[config.mk]
export PLATFORM = sky130hd
export DESIGN_NAME = share_lockin_run_detector_unit
export DESIGN_NICKNAME = d
export VERILOG_FILES = /design/src/rtl/core/slrd_pkg.sv /design/src/rtl/core/slrd_lane.sv /design/src/rtl/core/slrd_verdict.sv /design/src/rtl/core/share_lockin_run_detector_unit.sv
export SDC_FILE = /design/constraint.sdc
export NUM_CORES = 1
export LEC_CHECK = 0
export ABC_CLOCK_PERIOD_IN_PS = 34900
export BUFFER_PORTS_ARGS = -buffer_cell sky130_fd_sc_hd__buf_2
export CAP_MARGIN = 25
export CORE_MARGIN = 2
export CORE_UTILIZATION = 55
export DETAILED_ROUTE_END_ITERATION = 10
export PLACE_DENSITY = 0.83
export REMOVE_ABC_BUFFERS = 1
export SLEW_MARGIN = 0
export SYNTH_ARGS = -nofsm -noshare
export SYNTH_HDL_FRONTEND = slang
export SYNTH_HIERARCHICAL = 1
export SYNTH_SLANG_ARGS = --single-unit
[constraint.sdc]
create_clock -name clk -period 34.9 [get_ports clk]
set_clock_uncertainty 0.05 [all_clocks]
set_input_delay 6.98 -clock clk [delete_from_list [all_inputs] [get_ports clk]]
set_output_delay 6.98 -clock clk [all_outputs]
set_load 0.1 [all_outputs]
[src/rtl/core/slrd_pkg.sv]
// ----------------------------------------------------------------------------
// slrd_pkg
// Types and constants shared by the share lock-in run detector.
// ----------------------------------------------------------------------------
package slrd_pkg;

  localparam int NUM_TECHS  = 4;
  localparam int RUN_W      = 16;
  localparam int SHARE_W    = 16;
  localparam int PERSIST_W  = 15;
  localparam int ACTIVE_W   = 3;
  localparam int CFG_IDX_W  = 2;
  localparam int CFG_DATA_W = 16;
  localparam int LOCK_W     = 2;
  localparam int CMP_W      = (RUN_W > PERSIST_W + 1) ? RUN_W : PERSIST_W + 1;

  localparam logic [RUN_W-1:0] RUN_MAX = {RUN_W{1'b1}};

  localparam logic [SHARE_W-1:0]   THRESHOLD_RST = SHARE_W'(26214);
  localparam logic [PERSIST_W-1:0] PERSIST_RST   = PERSIST_W'(10);
  localparam logic [ACTIVE_W-1:0]  ACTIVE_RST    = ACTIVE_W'(4);

  // Configuration register indexes
  localparam logic [CFG_IDX_W-1:0] CFG_SHARE_THRESHOLD   = 2'd0;
  localparam logic [CFG_IDX_W-1:0] CFG_PERSISTENCE_STEPS = 2'd1;
  localparam logic [CFG_IDX_W-1:0] CFG_ACTIVE_TECHS      = 2'd2;

  typedef enum logic [LOCK_W-1:0] {
    LOCK_NONE    = 2'd0,
    LOCK_PARTIAL = 2'd1,
    LOCK_FULL    = 2'd2
  } lock_state_t;

  typedef logic [NUM_TECHS-1:0][SHARE_W-1:0] share_vec_t;
  typedef logic [NUM_TECHS-1:0][RUN_W-1:0]   run_vec_t;

  // Per-step control broadcast to every lane
  typedef struct packed {
    logic adv;    // a step is taken this cycle
    logic clear;  // the step closes the series
  } lane_ctrl_t;

endpackage

[src/rtl/core/slrd_lane.sv]
// ----------------------------------------------------------------------------
// slrd_lane
// Run counter of one technology lane: threshold compare and saturating count.
// ----------------------------------------------------------------------------
module slrd_lane (
  input  logic                               clk,
  input  logic                               rst_n,
  input  slrd_pkg::lane_ctrl_t               ctrl,
  input  logic                               active,
  input  logic [slrd_pkg::SHARE_W-1:0]       share,
  input  logic [slrd_pkg::SHARE_W-1:0]       threshold,
  output logic [slrd_pkg::RUN_W-1:0]         cnt_nxt
);

  logic [slrd_pkg::RUN_W-1:0] cnt_r;
  logic                       qual;

  always_comb begin
    qual = active && (share >= threshold);
    if (!qual) begin
      cnt_nxt = '0;
    end else if (cnt_r == slrd_pkg::RUN_MAX) begin
      cnt_nxt = cnt_r;
    end else begin
      cnt_nxt = cnt_r + 1'b1;
    end
  end

  // advance on every step; drop the run when the series closes
  always_ff @(posedge clk) begin
    if (!rst_n) begin
      cnt_r <= '0;
    end else if (ctrl.adv) begin
      cnt_r <= ctrl.clear ? '0 : cnt_nxt;
    end
  end

endmodule

[src/rtl/core/slrd_verdict.sv]
// ----------------------------------------------------------------------------
// slrd_verdict
// Longest-run update over all lanes and the lock-state decision.
// ----------------------------------------------------------------------------
module slrd_verdict (
  input  slrd_pkg::run_vec_t                 cnt_nxt,
  input  logic [slrd_pkg::RUN_W-1:0]         best_r,
  input  logic [slrd_pkg::PERSIST_W-1:0]     persist,
  output logic [slrd_pkg::RUN_W-1:0]         best_nxt,
  output slrd_pkg::lock_state_t              lock
);

  logic [slrd_pkg::CMP_W-1:0] best_ext;
  logic [slrd_pkg::CMP_W-1:0] full_lvl;
  logic [slrd_pkg::CMP_W-1:0] part_lvl;

  always_comb begin
    best_nxt = best_r;
    for (int i = 0; i < slrd_pkg::NUM_TECHS; i++) begin
      if (cnt_nxt[i] > best_nxt) begin
        best_nxt = cnt_nxt[i];
      end
    end
  end

  always_comb begin
    best_ext = slrd_pkg::CMP_W'(best_nxt);
    full_lvl = slrd_pkg::CMP_W'({persist, 1'b0});
    part_lvl = slrd_pkg::CMP_W'(persist);
    if (best_nxt == '0) begin
      lock = slrd_pkg::LOCK_NONE;
    end else if (best_ext >= full_lvl) begin
      lock = slrd_pkg::LOCK_FULL;
    end else if (best_ext >= part_lvl) begin
      lock = slrd_pkg::LOCK_PARTIAL;
    end else begin
      lock = slrd_pkg::LOCK_NONE;
    end
  end

endmodule

[src/rtl/core/share_lockin_run_detector_unit.sv]
// ----------------------------------------------------------------------------
// share_lockin_run_detector_unit
// Tracks per-technology runs of steps at or above a share threshold and
// reports the lock state and longest run on the last step of each series.
//
//   channel  | handshake          | word
//   ---------+--------------------+------------------------------------------
//   in       | in_valid/in_stall  | four Q1.15 shares, last-step mark
//   out      | out_valid/out_stall| lock state, longest run (last step only)
//   cfg      | cfg_we             | threshold, persistence, active lanes
//
// One step is accepted every cycle unless in_stall is high. A step is
// held in the input register; as it leaves, the lane counters and the
// longest run update, and a last step loads the result register at the
// same edge, from which its result word is offered until it is taken.
// The result register is the only buffer on the output side: a last step
// waits in the input register while an earlier result is stalled, and other
// steps keep flowing. Reset (rst_n low, synchronous) clears all runs and
// loads the default configuration; there is no clearing pass.
// ----------------------------------------------------------------------------
module share_lockin_run_detector_unit (
  input  logic                                  clk,
  input  logic                                  rst_n,
  // input words
  input  logic                                  in_valid,
  output logic                                  in_stall,
  input  logic [slrd_pkg::SHARE_W-1:0]          in_share_tech_0,
  input  logic [slrd_pkg::SHARE_W-1:0]          in_share_tech_1,
  input  logic [slrd_pkg::SHARE_W-1:0]          in_share_tech_2,
  input  logic [slrd_pkg::SHARE_W-1:0]          in_share_tech_3,
  input  logic                                  in_last_step,
  // result words
  output logic                                  out_valid,
  input  logic                                  out_stall,
  output logic [slrd_pkg::LOCK_W-1:0]           out_lock_state,
  output logic [slrd_pkg::RUN_W-1:0]            out_longest_run,
  // configuration
  input  logic                                  cfg_we,
  input  logic [slrd_pkg::CFG_IDX_W-1:0]        cfg_index,
  input  logic [slrd_pkg::CFG_DATA_W-1:0]       cfg_wdata
);

  // configuration registers
  logic [slrd_pkg::SHARE_W-1:0]   threshold_r;
  logic [slrd_pkg::PERSIST_W-1:0] persist_r;
  logic [slrd_pkg::ACTIVE_W-1:0]  active_r;

  // input register
  logic                 s1_valid_r;
  slrd_pkg::share_vec_t s1_share_r;
  logic                 s1_last_r;

  // series state and result register
  logic [slrd_pkg::RUN_W-1:0]  best_r;
  logic [slrd_pkg::RUN_W-1:0]  best_nxt;
  logic                        out_valid_r;
  slrd_pkg::lock_state_t       out_lock_r;
  logic [slrd_pkg::RUN_W-1:0]  out_run_r;

  logic                        slot_free;
  logic                        s1_fire;
  slrd_pkg::lane_ctrl_t        lane_ctrl;
  logic [slrd_pkg::NUM_TECHS-1:0] lane_active;
  slrd_pkg::run_vec_t          cnt_nxt;
  slrd_pkg::lock_state_t       lock;

  // --------------------------------------------------------------------------
  // Configuration writes; index 3 is not a register and is dropped
  // --------------------------------------------------------------------------
  always_ff @(posedge clk) begin
    if (!rst_n) begin
      threshold_r <= slrd_pkg::THRESHOLD_RST;
      persist_r   <= slrd_pkg::PERSIST_RST;
      active_r    <= slrd_pkg::ACTIVE_RST;
    end else if (cfg_we) begin
      case (cfg_index)
        slrd_pkg::CFG_SHARE_THRESHOLD: begin
          threshold_r <= cfg_wdata[slrd_pkg::SHARE_W-1:0];
        end
        slrd_pkg::CFG_PERSISTENCE_STEPS: begin
          persist_r <= cfg_wdata[slrd_pkg::PERSIST_W-1:0];
        end
        slrd_pkg::CFG_ACTIVE_TECHS: begin
          active_r <= cfg_wdata[slrd_pkg::ACTIVE_W-1:0];
        end
        default: begin
        end
      endcase
    end
  end

  // --------------------------------------------------------------------------
  // Flow control: an ordinary step always advances; a last step advances
  // only when the result register can take its word.
  // --------------------------------------------------------------------------
  assign slot_free = !out_valid_r || !out_stall;
  assign s1_fire   = s1_valid_r && (!s1_last_r || slot_free);
  assign in_stall  = s1_valid_r && !s1_fire;

  always_ff @(posedge clk) begin
    if (!rst_n) begin
      s1_valid_r <= 1'b0;
    end else if (!in_stall) begin
      s1_valid_r <= in_valid;
    end
  end

  // hold the word while stalled
  always_ff @(posedge clk) begin
    if (in_valid && !in_stall) begin
      s1_share_r[0] <= in_share_tech_0;
      s1_share_r[1] <= in_share_tech_1;
      s1_share_r[2] <= in_share_tech_2;
      s1_share_r[3] <= in_share_tech_3;
      s1_last_r     <= in_last_step;
    end
  end

  // --------------------------------------------------------------------------
  // Lanes: a lane takes part when its index is below active_techs; values
  // above the lane count therefore enable all lanes.
  // --------------------------------------------------------------------------
  always_comb begin
    for (int i = 0; i < slrd_pkg::NUM_TECHS; i++) begin
      lane_active[i] = (slrd_pkg::ACTIVE_W+1)'(i) < {1'b0, active_r};
    end
  end

  assign lane_ctrl.adv   = s1_fire;
  assign lane_ctrl.clear = s1_last_r;

  for (genvar g = 0; g < slrd_pkg::NUM_TECHS; g++) begin : g_lane
    slrd_lane u_lane (
      .clk       (clk),
      .rst_n     (rst_n),
      .ctrl      (lane_ctrl),
      .active    (lane_active[g]),
      .share     (s1_share_r[g]),
      .threshold (threshold_r),
      .cnt_nxt   (cnt_nxt[g])
    );
  end

  slrd_verdict u_verdict (
    .cnt_nxt  (cnt_nxt),
    .best_r   (best_r),
    .persist  (persist_r),
    .best_nxt (best_nxt),
    .lock     (lock)
  );

  // Longest run of the series; cleared once the verdict is taken
  always_ff @(posedge clk) begin
    if (!rst_n) begin
      best_r <= '0;
    end else if (s1_fire) begin
      best_r <= s1_last_r ? '0 : best_nxt;
    end
  end

  // --------------------------------------------------------------------------
  // Result register
  // --------------------------------------------------------------------------
  always_ff @(posedge clk) begin
    if (!rst_n) begin
      out_valid_r <= 1'b0;
    end else if (slot_free) begin
      out_valid_r <= s1_fire && s1_last_r;
    end
  end

  always_ff @(posedge clk) begin
    if (slot_free && s1_fire && s1_last_r) begin
      out_lock_r <= lock;
      out_run_r  <= best_nxt;
    end
  end

  assign out_valid       = out_valid_r;
  assign out_lock_state  = out_lock_r;
  assign out_longest_run = out_run_r;

endmodule

## Word level (Yosys, flattened, before mapping)

Cells that the tools add are included.

- Reduce and logical (&&, ||, !) cells: 23
- Order comparisons: 14
- Shift operators: 0
- Equal/unequal tests: 6
- Multiply operators: 0
- Bitwise logic cells: 0
- Multiplexer cells: 19
- Divide/modulo/power cells: 0
- Add/sub/neg operators: 4

Operator list:

| cell | count |
|---|---|
| $mux 16 | 17 |
| $ge 16x16->1 | 5 |
| $add 16x1->16 const B | 4 |
| $eq 16x16->1 const B | 4 |
| $gt 16x16->1 | 4 |
| $ge 16x15->1 | 1 |
| $logic_not 16->1 | 1 |
| $logic_and 1x1->1 | 10 |
| $lt 1x3->1 const A | 2 |
| $lt 2x3->1 const A | 2 |
| $reduce_and 2->1 | 3 |
| $logic_not 1->1 | 5 |
| $eq 2x1->1 const B | 1 |
| $eq 2x2->1 const B | 1 |
| $logic_not 2->1 | 1 |
| $logic_or 1x1->1 | 2 |
| $mux 2 | 1 |
| $reduce_or 2->1 | 1 |
| $mux 1 | 1 |

- Bits in writable memories: 0
- Memories: 0
- Flip-flop bits (word level): 199
- Input bits: 88
- Latch bits: 0
- Bits in read-only memories: 0

## Logic depth before layout (Yosys ltp)

Gate-level depths: netlist (run 1).

- Word-level depth: 14
- Mapped depth: 72
- Mapped depth without buffers: 67

## Cells and area by module

Netlist (run 1), hierarchy kept.

By module, submodules not included:

| module | area an instance (sq um) | cells an instance | seq. area each (sq um) | times used |
|---|---|---|---|---|
| slrd_lane | 1657.8 | 221 | 320.3 | 4 |
| share_lockin_run_detector_unit | 4339.2 | 274 | 3533.4 | 1 |
| slrd_verdict | 3537.1 | 496 | 0.0 | 1 |

## Worst setup path after synthesis (run 1)

OpenSTA, ideal clock, no wires.

- Kind: input to output
- From: in out_stall
- To: out in_stall
- Data required time: 27870 ps
- Cell stages on the path: 2
- Path buffers: 0
- Slack: 19432 ps
- Arrival: 8438 ps
- Cells stage by stage: nand2_1 > nor2_1

- Cells in the longest elaborated chain, start to end: 6

RTL lines:

| what | line | text |
|---|---|---|
| start, declared | share_lockin_run_detector_unit.sv:34 | `input logic out_stall,` |
| $logic_not 1->1 | share_lockin_run_detector_unit.sv:96 | `assign slot_free = !out_valid_r \|\| !out_stall;` |
| $logic_or 1x1->1 | share_lockin_run_detector_unit.sv:96 |  |
| $logic_or 1x1->1 | share_lockin_run_detector_unit.sv:97 | `assign s1_fire = s1_valid_r && (!s1_last_r \|\| slot_free);` |
| $logic_and 1x1->1 | share_lockin_run_detector_unit.sv:97 |  |
| $logic_not 1->1 | share_lockin_run_detector_unit.sv:98 | `assign in_stall = s1_valid_r && !s1_fire;` |
| $logic_and 1x1->1 | share_lockin_run_detector_unit.sv:98 |  |
| end, declared | share_lockin_run_detector_unit.sv:26 | `output logic in_stall,` |

No other way between the ends.

==> flow_metrics.tcl, run 1 <==
set metrics [dict create \
    fillers 2189 \
    first_pass_iters 6 \
    start_util_pct 55.83 \
    seq_area_um2 4815 \
    synth_ff_type "dfxtp_1" \
    synthArstFlopShare_pct 0 \
    hold_buffers 0 \
    avgViaCountPerCell 6.254 \
    avgSynthCellArea_um2 8.771 \
    die_h_um 166.4 \
    post-route-min-period_ns 15.10 \
    antenna_found_initial 2 \
    period_share_pct 43.26 \
    synth_edf_count 83 \
    cap_violations 0 \
    finalSetupViolCount 0 \
    postRouteAntennaNets 0 \
    core_um2 25980 \
    cp-start-kind "flop" \
    ys_seq_elements 199 \
    std_cell_rows 59 \
    cts_resized 0 \
    gp_congestion 0.9638 \
    wl_per_cell_um 18.62 \
    port_buffers 107 \
    fin_tns_setup_ns 0 \
    synth_warnings 6 \
    vias 12930 \
    clk_path_buf_depth 2 \
    end_kind "flop" \
    ys_top_cells_by_area "edfxtp_1, dfxtp_1, ha_1" \
    crit_top_cell "a21oi_1" \
    hpwl_um 28570 \
    synthCells 1654 \
    dieArea_um2 27690 \
    drt_iter0_drc 1310 \
    yosysTopAreaCellShare_pct 17.18 \
    fin_cells 2067 \
    cp_slowest_cell "o22a_1" \
    cts_root_buf "clkbuf_16" \
    cts_buffers 17 \
    drv_slew 0 \
    ys_seq_area_share_pct 33.19 \
    htree_levels 4 \
    rsz0062_at_grt "false" \
    hold_ws_ns 0.4294 \
    area_delta_synth_final_pct 8.874 \
    synth_top_cell_by_area "edfxtp_1" \
    max_slew_margin_pct 39.61 \
    drive_gt1_share_pct 12.54 \
    worstSetupPathType "flop to flop" \
    ios 108 \
    syn_area_um2 14510 \
    cpPeakStageDelay_ns 0.80 \
    tightest_slew_ns 0.9058 \
    worstPathArrival_ns 15.25 \
    drt-total-wl_um 38480 \
    status "finished clean" \
    yosysUniqueCellTypes 87 \
    grt_max_degree 78 \
    die_x_um 166.4 \
    hp-class "flop to flop" \
    clock-sinks 199 \
    track_usage_pct 27.56 \
    cts_setup_buffers 0 \
    grt_pass1_wl_um 62310 \
    worstSkewPairLatency_ns 0.45 \
    hold_viol_final 0 \
    max_freq_mhz 66.23 \
    grt_pass1_vias 12110 \
    cp_max_fo 31 \
    dp.cells 2033 \
    multi_input_area_um2 8833 \
    final_nets 1962 \
    cts_tree "done" \
    drc_errors 0 \
    required_ns 35.05 \
    grt_overflow 0 \
    clk_pin_slew_worst_paths_ns 0.09 \
]
[layout by cell type (no fill, tap or decap), types with 6 or more instances in the layout]
cell type,n
mux2_2,9
nor4_1,19
a22o_1,17
inv_1,122
nor2_1,118
mux2i_1,37
nor2b_1,43
nor4b_1,8
nor3_1,18
or3_1,7
xor2_1,16
o21ai_2,6
buf_4,13
a21o_1,22
a21oi_1,130
nand4_1,43
and3_1,48
clkbuf_16,17
nand2_1,139
o21ai_0,63
buf_2,106
a211oi_1,26
o211ai_1,6
nand3_1,80
dfxtp_1,116
ha_1,157
o41ai_1,12
and4_1,9
nand3b_1,30
nand2b_1,42
o21a_1,40
edfxtp_1,83
[layer usage]
layer | GRT usage [%] | part of all wire (%) | up-vias
met3 | 3.256 | 7.7 | 70
met2 | 43.64 | 46 | 535
met1 | 39.09 | 44 | 6154
li1 | - | - | 6167
met4 | 9.745 | 2.6 | 0
met5 | 0 | 0 | -
[state kept, by name, indices dropped and copies added (netlist names)]
register,flops
g_lane.u_lane/cnt_r,64
s1_share_r,64
best_r,16
out_longest_run,16
threshold_r,16
persist_r,15
active_r,3
out_lock_state,2
out_valid,1
s1_last_r,1
s1_valid_r,1
[critical path, delay by kind of cell, from the launching register on]
| family | cells | cell delay (ns) |
|---|---|---|
| AO/OA/AOI/OAI | 33 | 7.53 |
| adder cells (fa/ha/maj) | 6 | 1.96 |
| buffers and inverters | 5 | 1.40 |
| flip-flops | 1 | 0.43 |
| multiplexers | 3 | 1.15 |
| AND/OR/NAND/NOR | 15 | 2.29 |
[area by class of cell]
type                    count  share of cell area (%)
multi-input cells        1254                   55.93
flip-flops and latches    199                   30.48
repair buffers            120                   4.072
inverters                 125                   2.971
clock buffers              17                   2.693
well taps                 335                   2.654
clock inverters            15                   1.172
diodes                      2                 0.03169
[per-stage QoR]
stage | setup WS (ns) | cell area (µm²) | util (%)
2_1_floorplan | 19.43 | 14080 | -
6_report | 19.80 | 15800 | 60.79
3_5_place_dp | 19.88 | 15180 | 58.42
4_1_cts | 19.88 | 15790 | 60.77
5_1_grt | 18.67 | 15800 | 60.79
3_3_place_gp | 19.92 | 15160 | 58.36
[final timing paths]
path | from | endpoint | slack, ns | depth (start not counted)
min | persist_r[9] | persist_r[9] | 0.43 | 2
max | threshold_r[0] | out_lock_state[0] | 19.80 | 62
min reg2reg | persist_r[9] | persist_r[9] | 0.43 | 2
max reg2reg | threshold_r[0] | out_lock_state[0] | 19.80 | 62
[cells in the mapped netlist (6+ instances only)]
library cell and instances:
a22o_1 17, nand3b_1 30, o21a_1 40, nor3_1 18, dfxtp_1 116, nand2b_1 42, a211oi_1 26, buf_1 7
inv_1 122, or3_1 7, and4_1 9, o41ai_1 12, ha_1 157, nor4b_1 8, nand2_1 139, and3_1 48
nor2b_1 44, a21o_1 22, nor4_1 19, buf_4 9, xor2_1 16, o211ai_1 6, mux2_2 9, nand4_1 43
nand3_1 80, clkbuf_1 32, nor2_1 118, mux2i_1 37, a21oi_1 131, buf_6 11, buf_2 17, o21ai_0 64
edfxtp_1 83, o21ai_2 6
[cells by family after synthesis]
logic type | share of synthesized area (%)
muxes | 3.553
buffers and inverters | 6.149
AOI/OAI and AO/OA | 18.48
and+or+nand+nor | 23.68
xor gates and xnor gates | 1.268
DFF | 33.19
adders and majority gates | 13.68
Power of run 1 is not shown: default switching activity piles up to over one toggle a cycle in this logic, so the estimate is an artifact.
==> run 2, diff against run 1 <==
- ABC_CLOCK_PERIOD_IN_PS: 34900 -> 13700
- PLACE_DENSITY: 0.83 -> 0.86
- clock period: 34.9 -> 13.7 ns (I/O delays scaled with it)
==> run 2 against run 1 <==
Setup slack worse by 19 ns. Global-route usage increased by 0.18 points. Register-to-register slack worse by 19 ns. Die area did not move. Critical path depth up 2. Via count increased by 2.2%. Largest cell class unchanged.
==> flow_metrics.tcl, run 2 (synthesis results as in run 1) <==
set metrics [dict create \
    cp_max_fo 16 \
    period_share_pct 95.99 \
    core_um2 25980 \
    reg_top3 "g_lane.u_lane/cnt_r x64, s1_share_r x64" \
    required_ns 13.84 \
    drt_iter0_drc 1426 \
    clk_pin_slew_worst_paths_ns 0.09 \
    antenna_found_initial 4 \
    end_kind "flop" \
    clk_path_buf_depth 2 \
    dp_slack_ns 0.2553 \
    cap_violations 0 \
    fin_tns_setup_ns 0 \
    hp-class "flop to flop" \
    drc_errors 0 \
    final_common_cell "ha_1" \
    grt_max_degree 69 \
    port_buffers 107 \
    post-route-min-period_ns 13.15 \
    drv_slew 0 \
    tightest_slew_ns 0.9983 \
    wl_per_cell_um 19.12 \
    dieArea_um2 27690 \
    track_usage_pct 27.74 \
    htree_levels 4 \
    first_pass_iters 7 \
    die_h_um 166.4 \
    hold_viol_final 0 \
    area_delta_synth_final_pct 10.91 \
    clock-sinks 199 \
    worstPathArrival_ns 13.29 \
    cts_root_buf "clkbuf_16" \
    cp-start-kind "flop" \
    setup_ws_ns 0.5493 \
    avgViaCountPerCell 6.328 \
    cpPeakStageDelay_ns 0.45 \
    max_freq_mhz 76.04 \
    grt_pass1_wl_um 62290 \
    max_slew_margin_pct 33.00 \
    crit_top_cell "ha_1" \
    final_nets 1980 \
    final_cell_mix "ha_1, nand2_1, a21oi_1" \
    drive_gt1_share_pct 14.36 \
    finalSetupViolCount 0 \
    gp_congestion 0.9923 \
    postRouteAntennaNets 0 \
    post-route-util_pct 61.92 \
    ios 108 \
    hpwl_um 29270 \
    grt_overflow 0 \
    grt_pass1_vias 12090 \
    cts_buffers 17 \
    worstSkewPairLatency_ns 0.45 \
    start_util_pct 55.83 \
    finalInstanceArea_um2 16090 \
    cts_tree "done" \
    die_x_um 166.4 \
    cp_slowest_cell "a2111o_1" \
    hold_buffers 0 \
    status "finished clean" \
    worstSetupPathType "flop to flop" \
    postPlaceCellArea_um2 15240 \
    drt-total-wl_um 39910 \
    std_cell_rows 59 \
    vias 13210 \
]
[run 2: worst max-delay path: cells and delay by family, from the launching register on]
| family | cells | cell delay, ns |
|---|---|---|
| AOI/OAI and AO/OA | 27 | 5.30 |
| adders and majority gates | 6 | 1.71 |
| buffers and inverters | 10 | 1.54 |
| DFF | 1 | 0.37 |
| muxes | 4 | 1.17 |
| and+or+nand+nor | 17 | 2.74 |
[run 2: worst paths after layout]
kind / start / end / slack [ns] / cells past startpoint
setup / recovery: s1_share_r[0] / out_lock_state[0] / 0.55 / 64
hold / removal: persist_r[2] / persist_r[2] / 0.43 / 2
setup reg to reg: s1_share_r[0] / out_lock_state[0] / 0.55 / 64
hold reg to reg: persist_r[2] / persist_r[2] / 0.43 / 2
[run 2: cell type report]
class | count | area, µm²
Clock buffer | 17 | 425.4
Inverter | 125 | 469.2
Tap cell | 335 | 419.2
Clock inverter | 15 | 187.7
Fill cell | 2089 | 9894
Antenna cell | 4 | 10.01
Timing Repair Buffer | 138 | 837.1
Multi-Input combinational cell | 1254 | 8925
Sequential cell | 199 | 4817
[run 2: layer usage]
metal,vias up,global-route usage [%],part of all wire (%)
li1,6233,-,-
met1,6219,39.19,44
met2,655,43.57,45
met3,100,4.016,8.5
met4,0,9.708,2.8
met5,-,0,0
[run 2: what timing repair did]
action,in CTS,in global routing
buffers inserted,0,10
gates resized for setup,0,33
setup endpoints to repair,0,2
[run 2: stage by stage]
step                      hold slack (ns)  std cells
after floorplan                    0.3924       1578
after global placement             0.4089       2038
after detailed placement           0.4109       2039
after CTS                          0.4303       2071
after global routing               0.4496       2087
final                              0.4277       2087
Power of run 2 is left out for the same reason.
==> run 3, diff against run 2 <==
- ABC_AREA: default -> 1
==> run 3 against run 2 <==
Non-clock buffer count down 26. Synthesized area decreased by 1.9%. Register-to-register slack improved by 1.2 ns. First-iteration DRC count up 3.9%. Final area decreased by 3.5%. Synthesized cell count grew 17%. Setup slack better by 1.2 ns. Global-route usage up 1.7 points. Critical path depth decreased by 10. Sequential cell count unchanged. Hold slack worse by 0.013 ns. Cell count is 13% higher.
==> flow_metrics.tcl, run 3 <==
set metrics [dict create \
    status "finished clean" \
    cts_setup_buffers 0 \
    grt_pass1_wl_um 63130 \
    cap_violations 0 \
    clk_pin_slew_worst_paths_ns 0.09 \
    postRouteAntennaNets 0 \
    grt_overflow 0 \
    final_cell_mix "nand2_1, inv_1, a21oi_1" \
    avgViaCountPerCell 5.865 \
    synth_warnings 6 \
    seq_area_um2 4815 \
    cp_max_fo 32 \
    cp_slowest_cell "dfxtp_1" \
    htree_levels 4 \
    antenna_found_initial 0 \
    period_share_pct 87.26 \
    final_nets 2252 \
    core_um2 25330 \
    start_util_pct 56.21 \
    diodes 0 \
    yosysUniqueCellTypes 45 \
    std_cell_rows 58 \
    hp-class "flop to flop" \
    hpwl_um 30070 \
    hold_ws_ns 0.4147 \
    clock-sinks 199 \
    max_slew_margin_pct 25.43 \
    tightest_slew_ns 1.114 \
    wl_per_cell_um 16.77 \
    cp-start-kind "flop" \
    die_h_um 164.9 \
    drive_gt1_share_pct 12.03 \
    grt_pass1_vias 12830 \
    drc_errors 0 \
    grt_max_degree 62 \
    yosysTopAreaCellShare_pct 17.51 \
    max_freq_mhz 83.65 \
    dieArea_um2 27190 \
    path_buf_inv 3 \
    crit_top_cell "nand2_1" \
    synth_top_cell_by_area "edfxtp_1" \
    post-route-min-period_ns 11.95 \
    cts_root_buf "clkbuf_16" \
    drt-total-wl_um 39410 \
    fin_tns_setup_ns 0 \
    final_common_cell "nand2_1" \
    hold_viol_final 0 \
    yosysMostFrequentCell "nand2_1" \
    postPlaceCellArea_um2 14880 \
    gp_congestion 1.034 \
    end_kind "flop" \
    worstSkewPairLatency_ns 0.46 \
    die_x_um 164.9 \
    rsz0062_at_grt "false" \
    avgSynthCellArea_um2 7.358 \
    synth_ff_type "dfxtp_1" \
    port_buffers 107 \
    hold_buffers 0 \
    ys_top_cells_by_count "nand2_1, inv_1, a21oi_1" \
    ys_top_cells_by_area "edfxtp_1, dfxtp_1, ha_1" \
    cpPeakStageDelay_ns 0.79 \
    first_pass_iters 6 \
    cp_top_family "simple AND/OR/NAND/NOR gates" \
    finalInstanceArea_um2 15530 \
    syn_area_um2 14240 \
    multi_input_area_um2 8148 \
    ios 108 \
    ys_seq_elements 199 \
    ys_seq_area_share_pct 33.82 \
    worstSetupPathType "flop to flop" \
    cts_tree "done" \
    synth_edf_count 83 \
    fillers 2202 \
    grt.busiest_layer "met2" \
    drt_iter0_drc 1481 \
    clk_path_buf_depth 2 \
    grt_use_met1_pct 39.15 \
    track_usage_pct 29.43 \
    use_met3_pct 4.621 \
    reg_top3 "g_lane.u_lane/cnt_r x64, s1_share_r x64" \
    synthArstFlopShare_pct 0 \
    grt_util_met2_pct 48.25 \
    cts_buffers 17 \
    synthCells 1935 \
    drv_slew 0 \
    area_delta_synth_final_pct 9.096 \
    finalSetupViolCount 0 \
    required_ns 13.87 \
    cts_resized 0 \
    worstPathArrival_ns 12.12 \
    vias 13780 \
]
==> run 3: area by class of cell <==
class / count / share of cell area [%]
well taps: 330 / 2.658
clock buffers: 17 / 2.739
flip-flops and latches: 199 / 31.00
clock inverters: 15 / 1.418
multi-input cells: 1435 / 52.46
inverters: 242 / 5.913
repair buffers: 112 / 3.818
==> run 3: cells by family after synthesis <==
group / synth area share, %
buffers and inverters: 9.008
XOR/XNOR: 0.2460
flip-flops: 33.82
AND/OR/NAND/NOR: 31.26
AO/OA/AOI/OAI: 11.87
adder cells (fa/ha/maj): 13.80
==> run 3: worst paths after layout <==
path / cells past startpoint / end / startpoint / slack [ns]
max: 54 / out_lock_state[0] / active_r[2] / 1.75
min: 2 / best_r[3] / best_r[3] / 0.41
max reg2reg: 54 / out_lock_state[0] / active_r[2] / 1.75
min reg2reg: 2 / best_r[3] / best_r[3] / 0.41
==> run 3: stage by stage <==
step                      util, %  instances  setup WS [ns]
final                       61.33       2350          1.745
after detailed placement    58.75       2317          2.342
after CTS                   61.30       2349          2.213
after global placement      58.64       2316          2.535
after global routing        61.33       2350         0.8332
after floorplan                 -       1876          4.528
==> run 3: tightest hold or removal path: cells and delay by family (launching register included) <==
| kind | cells | cell delay [ns] |
|---|---|---|
| flip-flops | 1 | 0.31 |
| AND/OR/NAND/NOR | 1 | 0.06 |
| AO/OA/AOI/OAI | 1 | 0.05 |
==> run 3: metal layers <==
layer	up-vias	routed length (µm)	share of wire [%]
met2	667	18140	46
met1	6365	16670	42
met3	117	3272	8.3
li1	6633	-	-
met5	-	0	0
met4	0	1326	3.4
Power of run 3 is left out for the same reason.
